`config.mk`:
```
export PLATFORM = sky130hd
export DESIGN_NAME = shelf_rect_packer_flat
export DESIGN_NICKNAME = d
export VERILOG_FILES = /design/src/hdl/srp_pkg.sv /design/src/hdl/srp_tile_if.sv /design/src/hdl/srp_place_if.sv /design/src/hdl/shelf_rect_packer.sv /design/src/hdl/srp_calc.sv /design/src/flat_wrapper.sv
export SDC_FILE = /design/constraint.sdc
export NUM_CORES = 1
export LEC_CHECK = 0
export ABC_AREA = 1
export BUFFER_PORTS_ARGS = -buffer_cell sky130_fd_sc_hd__buf_2
export CAP_MARGIN = 10
export CORE_MARGIN = 8
export CORE_UTILIZATION = 58
export DETAILED_ROUTE_END_ITERATION = 12
export PLACE_DENSITY_LB_ADDON = 0.12
export SYNTH_ARGS = -nofsm -noshare
export SYNTH_HDL_FRONTEND = slang
export SYNTH_HIERARCHICAL = 1
export SYNTH_SLANG_ARGS = --single-unit
```
`constraint.sdc`:
```
create_clock -name clk_i -period 21.4 [get_ports clk_i]
set_input_delay 2.14 -clock clk_i [delete_from_list [all_inputs] [get_ports clk_i]]
set_output_delay 2.14 -clock clk_i [all_outputs]
set_load 0.005 [all_outputs]
```
`src/hdl/srp_pkg.sv`:
```
package srp_pkg;

  localparam int unsigned TileW = 13;
  localparam int unsigned PosW  = 15;

  // Position counters stop here instead of wrapping.
  localparam logic [PosW-1:0] PosSat = {PosW{1'b1}};

  // Packing state carried from one tile to the next.
  typedef struct packed {
    logic [PosW-1:0]  cur_width;
    logic [PosW-1:0]  cur_height;
    logic [PosW-1:0]  pos_x;
    logic [PosW-1:0]  pos_y;
    logic [PosW-1:0]  shelf_start_x;
    logic [TileW-1:0] shelf_height;
  } srp_state_t;

  // One placement word.
  typedef struct packed {
    logic [PosW-1:0] x_offset;
    logic [PosW-1:0] y_offset;
    logic [PosW-1:0] atlas_width;
    logic [PosW-1:0] atlas_height;
    logic            grew;
    logic            growth_refused;
    logic            fits_inside;
  } srp_result_t;

  // Clamp a 16-bit sum of two counters to the 15-bit saturation value.
  function automatic logic [PosW-1:0] sat_pos(input logic [PosW:0] s);
    logic [PosW-1:0] r;
    r = s[PosW] ? PosSat : s[PosW-1:0];
    return r;
  endfunction

endpackage

```
`src/hdl/srp_tile_if.sv`:
```
interface srp_tile_if;
  import srp_pkg::*;

  logic             valid;
  logic             ready;
  logic [TileW-1:0] tile_width;
  logic [TileW-1:0] tile_height;

  modport source (output valid, output tile_width, output tile_height, input ready);
  modport sink   (input valid, input tile_width, input tile_height, output ready);

endinterface

```
`src/hdl/srp_place_if.sv`:
```
interface srp_place_if;
  import srp_pkg::*;

  logic            valid;
  logic            ready;
  logic [PosW-1:0] x_offset;
  logic [PosW-1:0] y_offset;
  logic [PosW-1:0] atlas_width;
  logic [PosW-1:0] atlas_height;
  logic            grew;
  logic            growth_refused;
  logic            fits_inside;

  modport source (
    output valid, output x_offset, output y_offset, output atlas_width,
    output atlas_height, output grew, output growth_refused, output fits_inside,
    input ready
  );
  modport sink (
    input valid, input x_offset, input y_offset, input atlas_width,
    input atlas_height, input grew, input growth_refused, input fits_inside,
    output ready
  );

endinterface

```
`src/hdl/shelf_rect_packer.sv`:
```
// Shelf packer for tiles in a growing texture atlas.
// tile_i takes one word per tile (tile_width, tile_height); place_o returns
// one word per tile: its x/y position, the atlas size after placement, and
// the grew / growth_refused / fits_inside flags. Both channels move a word
// at a rising edge where valid and ready are both high.
// A tile accepted into the input register is placed by one pass of logic
// against the packing state and shows on place_o from the result register.
// Unless place_o stalls, one tile per cycle; state is updated in the same
// cycle that the result register loads, so each tile sees the last one.
// tile_i.ready stays high while the result register is empty or being
// taken; when the receiver stalls, one word waits in the result register and
// one in the input register, then tile_i.ready drops until place_o drains.
// Reset (rst_ni low, asynchronous) empties both registers and restores an
// INIT_SIZE square atlas with the cursor at the origin. Growth is capped at
// MAX_SIZE per side; tile sides above TILE_MAX count as TILE_MAX.
module shelf_rect_packer import srp_pkg::*; #(
  parameter int unsigned INIT_SIZE = 512,
  parameter int unsigned MAX_SIZE  = 16384,
  parameter int unsigned TILE_MAX  = 4096
) (
  input  logic        clk_i,
  input  logic        rst_ni,
  srp_tile_if.sink    tile_i,
  srp_place_if.source place_o
);

  localparam logic [PosW-1:0] InitSize = PosW'(INIT_SIZE);

  logic             in_valid_q;
  logic [TileW-1:0] in_width_q;
  logic [TileW-1:0] in_height_q;
  logic             out_valid_q;
  srp_result_t      out_q;
  srp_state_t       state_q;
  srp_state_t       state_d;
  srp_result_t      result;
  logic             advance;
  logic             in_take;

  // Placement step fires when the input register holds a word and the result register can take one.
  assign advance = in_valid_q && (!out_valid_q || place_o.ready);
  assign tile_i.ready = !in_valid_q || advance;
  assign in_take = tile_i.valid && tile_i.ready;

  // Input register
  always_ff @(posedge clk_i or negedge rst_ni) begin
    if (!rst_ni) begin
      in_valid_q <= 1'b0;
    end else if (tile_i.ready) begin
      in_valid_q <= tile_i.valid;
    end
  end

  always_ff @(posedge clk_i) begin
    if (in_take) begin
      in_width_q  <= tile_i.tile_width;
      in_height_q <= tile_i.tile_height;
    end
  end

  srp_calc #(
    .MAX_SIZE (MAX_SIZE),
    .TILE_MAX (TILE_MAX)
  ) u_calc (
    .tile_width_i  (in_width_q),
    .tile_height_i (in_height_q),
    .state_i       (state_q),
    .state_o       (state_d),
    .result_o      (result)
  );

  // Packing state
  always_ff @(posedge clk_i or negedge rst_ni) begin
    if (!rst_ni) begin
      state_q.cur_width     <= InitSize;
      state_q.cur_height    <= InitSize;
      state_q.pos_x         <= '0;
      state_q.pos_y         <= '0;
      state_q.shelf_start_x <= '0;
      state_q.shelf_height  <= '0;
    end else if (advance) begin
      state_q <= state_d;
    end
  end

  // Result register
  always_ff @(posedge clk_i or negedge rst_ni) begin
    if (!rst_ni) begin
      out_valid_q <= 1'b0;
    end else if (!out_valid_q || place_o.ready) begin
      out_valid_q <= in_valid_q;
    end
  end

  always_ff @(posedge clk_i) begin
    if (advance) begin
      out_q <= result;
    end
  end

  assign place_o.valid          = out_valid_q;
  assign place_o.x_offset       = out_q.x_offset;
  assign place_o.y_offset       = out_q.y_offset;
  assign place_o.atlas_width    = out_q.atlas_width;
  assign place_o.atlas_height   = out_q.atlas_height;
  assign place_o.grew           = out_q.grew;
  assign place_o.growth_refused = out_q.growth_refused;
  assign place_o.fits_inside    = out_q.fits_inside;

`ifndef NO_ASSERTIONS
  // Packing state moves only when a tile is placed.
  a_state_hold: assert property (@(posedge clk_i) disable iff (!rst_ni)
    !advance |=> $stable(state_q))
    else $error("packing state changed without a placement");

  // The atlas never shrinks.
  a_atlas_grows: assert property (@(posedge clk_i) disable iff (!rst_ni)
    advance |=> (state_q.cur_width >= $past(state_q.cur_width)) &&
                (state_q.cur_height >= $past(state_q.cur_height)))
    else $error("atlas size decreased");

  // A word in the input register is never dropped while blocked.
  a_in_kept: assert property (@(posedge clk_i) disable iff (!rst_ni)
    (in_valid_q && !advance) |=> in_valid_q && $stable(in_width_q) &&
                                 $stable(in_height_q))
    else $error("pending tile lost");

  // A tile may grow the atlas or be refused growth, never both.
  a_flags: assert property (@(posedge clk_i) disable iff (!rst_ni)
    out_valid_q |-> !(out_q.grew && out_q.growth_refused))
    else $error("grew and growth_refused both set");
`endif

endmodule

```
`src/hdl/srp_calc.sv`:
```
module srp_calc import srp_pkg::*; #(
  parameter int unsigned MAX_SIZE = 16384,
  parameter int unsigned TILE_MAX = 4096
) (
  input  logic [TileW-1:0] tile_width_i,
  input  logic [TileW-1:0] tile_height_i,
  input  srp_state_t       state_i,
  output srp_state_t       state_o,
  output srp_result_t      result_o
);

  localparam logic [TileW-1:0] TileMax = TileW'(TILE_MAX);
  localparam logic [PosW:0]    MaxSize = (PosW + 1)'(MAX_SIZE);

  logic [TileW-1:0] w;
  logic [TileW-1:0] h;
  srp_state_t       st;
  logic             grew;
  logic             refused;
  logic             fits;

  // Oversized tiles are treated as the largest allowed tile.
  assign w = (tile_width_i  > TileMax) ? TileMax : tile_width_i;
  assign h = (tile_height_i > TileMax) ? TileMax : tile_height_i;

  // Shelf break, then at most one doubling, then placement.
  always_comb begin
    st      = state_i;
    grew    = 1'b0;
    refused = 1'b0;

    // Row full: next shelf below the tallest tile of this row.
    if ({1'b0, st.pos_x} + (PosW + 1)'(w) > {1'b0, st.cur_width}) begin
      st.pos_x        = st.shelf_start_x;
      st.pos_y        = sat_pos({1'b0, st.pos_y} + (PosW + 1)'(st.shelf_height));
      st.shelf_height = '0;
    end

    // Too tall: double the shorter side, or the width when square.
    if ({1'b0, st.pos_y} + (PosW + 1)'(h) > {1'b0, st.cur_height}) begin
      if (st.cur_height < st.cur_width) begin
        if ({st.cur_height, 1'b0} > MaxSize) begin
          refused = 1'b1;
        end else begin
          st.pos_y         = st.cur_height;
          st.cur_height    = {st.cur_height[PosW-2:0], 1'b0};
          st.shelf_start_x = '0;
          st.pos_x         = '0;
          st.shelf_height  = '0;
          grew             = 1'b1;
        end
      end else begin
        if ({st.cur_width, 1'b0} > MaxSize) begin
          refused = 1'b1;
        end else begin
          st.shelf_start_x = st.cur_width;
          st.pos_x         = st.cur_width;
          st.pos_y         = '0;
          st.cur_width     = {st.cur_width[PosW-2:0], 1'b0};
          st.shelf_height  = '0;
          grew             = 1'b1;
        end
      end
    end

    fits = ({1'b0, st.pos_x} + (PosW + 1)'(w) <= {1'b0, st.cur_width}) &&
           ({1'b0, st.pos_y} + (PosW + 1)'(h) <= {1'b0, st.cur_height});

    result_o.x_offset       = st.pos_x;
    result_o.y_offset       = st.pos_y;
    result_o.atlas_width    = st.cur_width;
    result_o.atlas_height   = st.cur_height;
    result_o.grew           = grew;
    result_o.growth_refused = refused;
    result_o.fits_inside    = fits;

    // Advance past the tile and track the tallest tile of the row.
    st.pos_x = sat_pos({1'b0, st.pos_x} + (PosW + 1)'(w));
    if (h > st.shelf_height) begin
      st.shelf_height = h;
    end

    state_o = st;
  end

endmodule

```
`src/flat_wrapper.sv`:
```
// flat-port wrapper written by rule: the top's interface ports become plain ports
module shelf_rect_packer_flat import srp_pkg::*;
#(
  parameter int unsigned INIT_SIZE = 512,
  parameter int unsigned MAX_SIZE  = 16384,
  parameter int unsigned TILE_MAX  = 4096
)
  (clk_i, rst_ni, tile_i_valid, tile_i_tile_width, tile_i_tile_height, tile_i_ready, place_o_valid, place_o_x_offset, place_o_y_offset, place_o_atlas_width, place_o_atlas_height, place_o_grew, place_o_growth_refused, place_o_fits_inside, place_o_ready);
  srp_tile_if tile_i_i ();
  srp_place_if place_o_i ();
  input  logic clk_i;
  input  logic rst_ni;
  input wire logic [$bits(tile_i_i.valid)-1:0] tile_i_valid;
  input wire logic [$bits(tile_i_i.tile_width)-1:0] tile_i_tile_width;
  input wire logic [$bits(tile_i_i.tile_height)-1:0] tile_i_tile_height;
  output wire logic [$bits(tile_i_i.ready)-1:0] tile_i_ready;
  output wire logic [$bits(place_o_i.valid)-1:0] place_o_valid;
  output wire logic [$bits(place_o_i.x_offset)-1:0] place_o_x_offset;
  output wire logic [$bits(place_o_i.y_offset)-1:0] place_o_y_offset;
  output wire logic [$bits(place_o_i.atlas_width)-1:0] place_o_atlas_width;
  output wire logic [$bits(place_o_i.atlas_height)-1:0] place_o_atlas_height;
  output wire logic [$bits(place_o_i.grew)-1:0] place_o_grew;
  output wire logic [$bits(place_o_i.growth_refused)-1:0] place_o_growth_refused;
  output wire logic [$bits(place_o_i.fits_inside)-1:0] place_o_fits_inside;
  input wire logic [$bits(place_o_i.ready)-1:0] place_o_ready;
  assign tile_i_i.valid = tile_i_valid;
  assign tile_i_i.tile_width = tile_i_tile_width;
  assign tile_i_i.tile_height = tile_i_tile_height;
  assign tile_i_ready = tile_i_i.ready;
  assign place_o_valid = place_o_i.valid;
  assign place_o_x_offset = place_o_i.x_offset;
  assign place_o_y_offset = place_o_i.y_offset;
  assign place_o_atlas_width = place_o_i.atlas_width;
  assign place_o_atlas_height = place_o_i.atlas_height;
  assign place_o_grew = place_o_i.grew;
  assign place_o_growth_refused = place_o_i.growth_refused;
  assign place_o_fits_inside = place_o_i.fits_inside;
  assign place_o_i.ready = place_o_ready;
  shelf_rect_packer #(.INIT_SIZE(INIT_SIZE), .MAX_SIZE(MAX_SIZE), .TILE_MAX(TILE_MAX)) u_core (.clk_i(clk_i), .rst_ni(rst_ni), .tile_i(tile_i_i), .place_o(place_o_i));
endmodule
```
==> results_dict.tcl <==
set metrics [dict create \
    status "finished, final reports clean" \
    most-common-layout-cells "nand2_1, inv_1, nand3_1" \
    end_kind "flop" \
    yosys.area.top_type "edfxtp_1" \
    timing.critical_path.mode_cell "nand2_1" \
    overflow 0 \
    viasPerCell 5.816 \
    yosys-top-cells-area "edfxtp_1, dfrtp_1, ha_1" \
    critical_path_class "flop to flop" \
    synth_cell_types 53 \
    numCtsBuffers 17 \
    cp-start-kind "flop" \
    root_buffer "clkbuf_16" \
    path_clk_slew_ns 0.08 \
    synth_area_sq_mm 0.01385 \
    maxCapViolCount 0 \
    arrival_ns 15.49 \
    setup_viol 0 \
    die_width_microns 170.5 \
    die_h_microns 170.5 \
    grt_pass1_vias 11592 \
    cp_data_required_time_ns 21.70 \
    antenna_left 0 \
    hold_buffers 0 \
    synth_top_area_share 0.1930 \
    nets 2001 \
    finalCriticalPeriod_ns 15.19 \
    track_usage 0.2839 \
    min_path_type "flop to flop" \
    wl_per_cell_microns 19.15 \
    rrSetupSlack_ns 6.21 \
    final_common_cell "nand2_1" \
    max_stage_delay_ns 0.69 \
    antenna_found_initial 0 \
    synth_async_sr_flop_share 0.5028 \
    timing_hold_violations_final 0 \
    synth_ff_type "edfxtp_1" \
    finalWirelength_mm 41.27 \
    clock-skew-final_ns 0.01405 \
    initial_utilization 0.5899 \
    grt_start_max_net_pins 71 \
    io_buffers 94 \
    synth_edf_count 89 \
    max_freq_mhz 65.85 \
    syn_nets 1976 \
    drt_iter0_drc 1701 \
    dr.pass1.iters 6 \
    ys_warn_count 6 \
    slew_viol_final 0 \
    top_level_ports 95 \
    synth_seq_area_share 0.3559 \
    gp_congestion 1.008 \
    path_max_fanout 34 \
    synth-seq-cells 179 \
    syn_area_per_cell_sq_um 7.705 \
    rsz0062_at_grt "no" \
    grt_pass1_wl_mm 63.69 \
    slowest_stage "inv_1" \
    tightest_slew_ns 0.8869 \
    cts_tree "done" \
    synth_cells 1797 \
    clk_latency_ns 0.45 \
    clk_path_buf_depth 2 \
    hpwl_mm 31.34 \
    core_sq_mm 0.02347 \
    drive_gt1_frac 0.1035 \
    die-area_sq_mm 0.02907 \
    clock-sinks 179 \
    cts_resized 0 \
    drcViolationCount 0 \
    cts_setup_buffers 0 \
    vias 12533 \
    rows 56 \
    syn_to_final_growth_pct 6.506 \
    max-slew-margin-rel 0.4081 \
    setup_tns_ns 0 \
    h-tree-depth 4 \
    period_share 0.7097 \
]
==> synthesized netlist by cell type (10+ instances only) <==
cell type and count:
o21ai_0 87, ha_1 146, inv_2 10, edfxtp_1 89, nand3_1 163, nand2_2 22, nor2_1 89, dfrtp_1 88
xor2_1 38, buf_4 58, xnor2_1 15, nor3_1 13, clkbuf_1 17, nor4_1 12, a21oi_1 120, inv_1 221
nand4_1 21, buf_2 16, nand2_1 469, o21ai_1 10
==> state kept, by name, summed over array words and instances (netlist names) <==
name	cells
u_core/place_o.grew	1
u_core/place_o.x_offset	15
u_core/place_o.atlas_height	15
u_core/place_o.growth_refused	1
u_core/place_o.y_offset	15
u_core/place_o.fits_inside	1
u_core/in_valid_q	1
u_core/in_width_q	13
u_core/place_o.valid	1
u_core/place_o.atlas_width	15
u_core/in_height_q	13
u_core/state_q	88
==> layout make-up <==
type                       count  area, sq um
clock inverter                14        171.4
inverter                     231        867.1
sequential                   179         4928
clock buffer                  18        429.2
fill                        2091         8726
antenna                        1        2.502
timing repair buffer         102        533.0
tap                          319        399.1
multi-input combinational   1291         7416
==> metrics by stage <==
step	hold slack, ns	setup slack [ns]	std cells	instance area (sq um)	util
finish	0.4756	6.213	2155	14750	0.6283
global placement	0.4537	7.308	2122	14140	0.6026
detailed placement	0.4581	6.580	2122	14140	0.6026
floorplan	0.4419	9.898	1797	13850	-
global route	0.5060	4.961	2154	14740	0.6281
CTS	0.4749	6.553	2154	14740	0.6281
==> cells by family after synthesis <==
| logic type | Yosys count | share of synthesized area |
|---|---|---|
| AO/OA/AOI/OAI | 271 | 0.1084 |
| XOR/XNOR | 53 | 0.03353 |
| adder cells (fa/ha/maj) | 149 | 0.1363 |
| buffers and inverters | 327 | 0.1085 |
| flip-flops | 179 | 0.3559 |
| multiplexers | 1 | 0.0007230 |
| AND/OR/NAND/NOR | 817 | 0.2567 |
==> worst max-delay path, delay by kind of cell, from the launching register on <==
kind | cells | cell delay (ns)
AO/OA/AOI/OAI | 26 | 4.76
buffers and inverters | 10 | 1.81
flip-flops | 1 | 0.38
adder cells (fa/ha/maj) | 9 | 2.38
AND/OR/NAND/NOR | 36 | 5.25
XOR/XNOR | 3 | 0.44
==> worst paths after layout <==
kind                                                 from                              endpoint  depth (start not counted)
max                        u_core/in_width_q[3]$_DFFE_PP_  u_core/place_o.fits_inside$_DFFE_PP_                         84
min                        u_core/state_q[27]$_DFFE_PN0P_        u_core/state_q[27]$_DFFE_PN0P_                          2
max reg2reg                u_core/in_width_q[3]$_DFFE_PP_  u_core/place_o.fits_inside$_DFFE_PP_                         84
min reg2reg                u_core/state_q[27]$_DFFE_PN0P_        u_core/state_q[27]$_DFFE_PN0P_                          2
max in group asynchronous                          rst_ni         u_core/in_valid_q$_DFFE_PN0P_                          2
min in group asynchronous                          rst_ni        u_core/state_q[62]$_DFFE_PN0P_                          1
==> per-layer routing <==
metal  up-vias  wire length, microns  track usage
li1       5974                     -            -
met1      5828                 19180       0.4185
met2       669                 17020       0.4136
met3        62                  4216      0.05831
met4         0                   855      0.07971
met5         -                     0            0
Power is not shown: default switching activity piles up to over one toggle a cycle in this logic, so the estimate is an artifact.
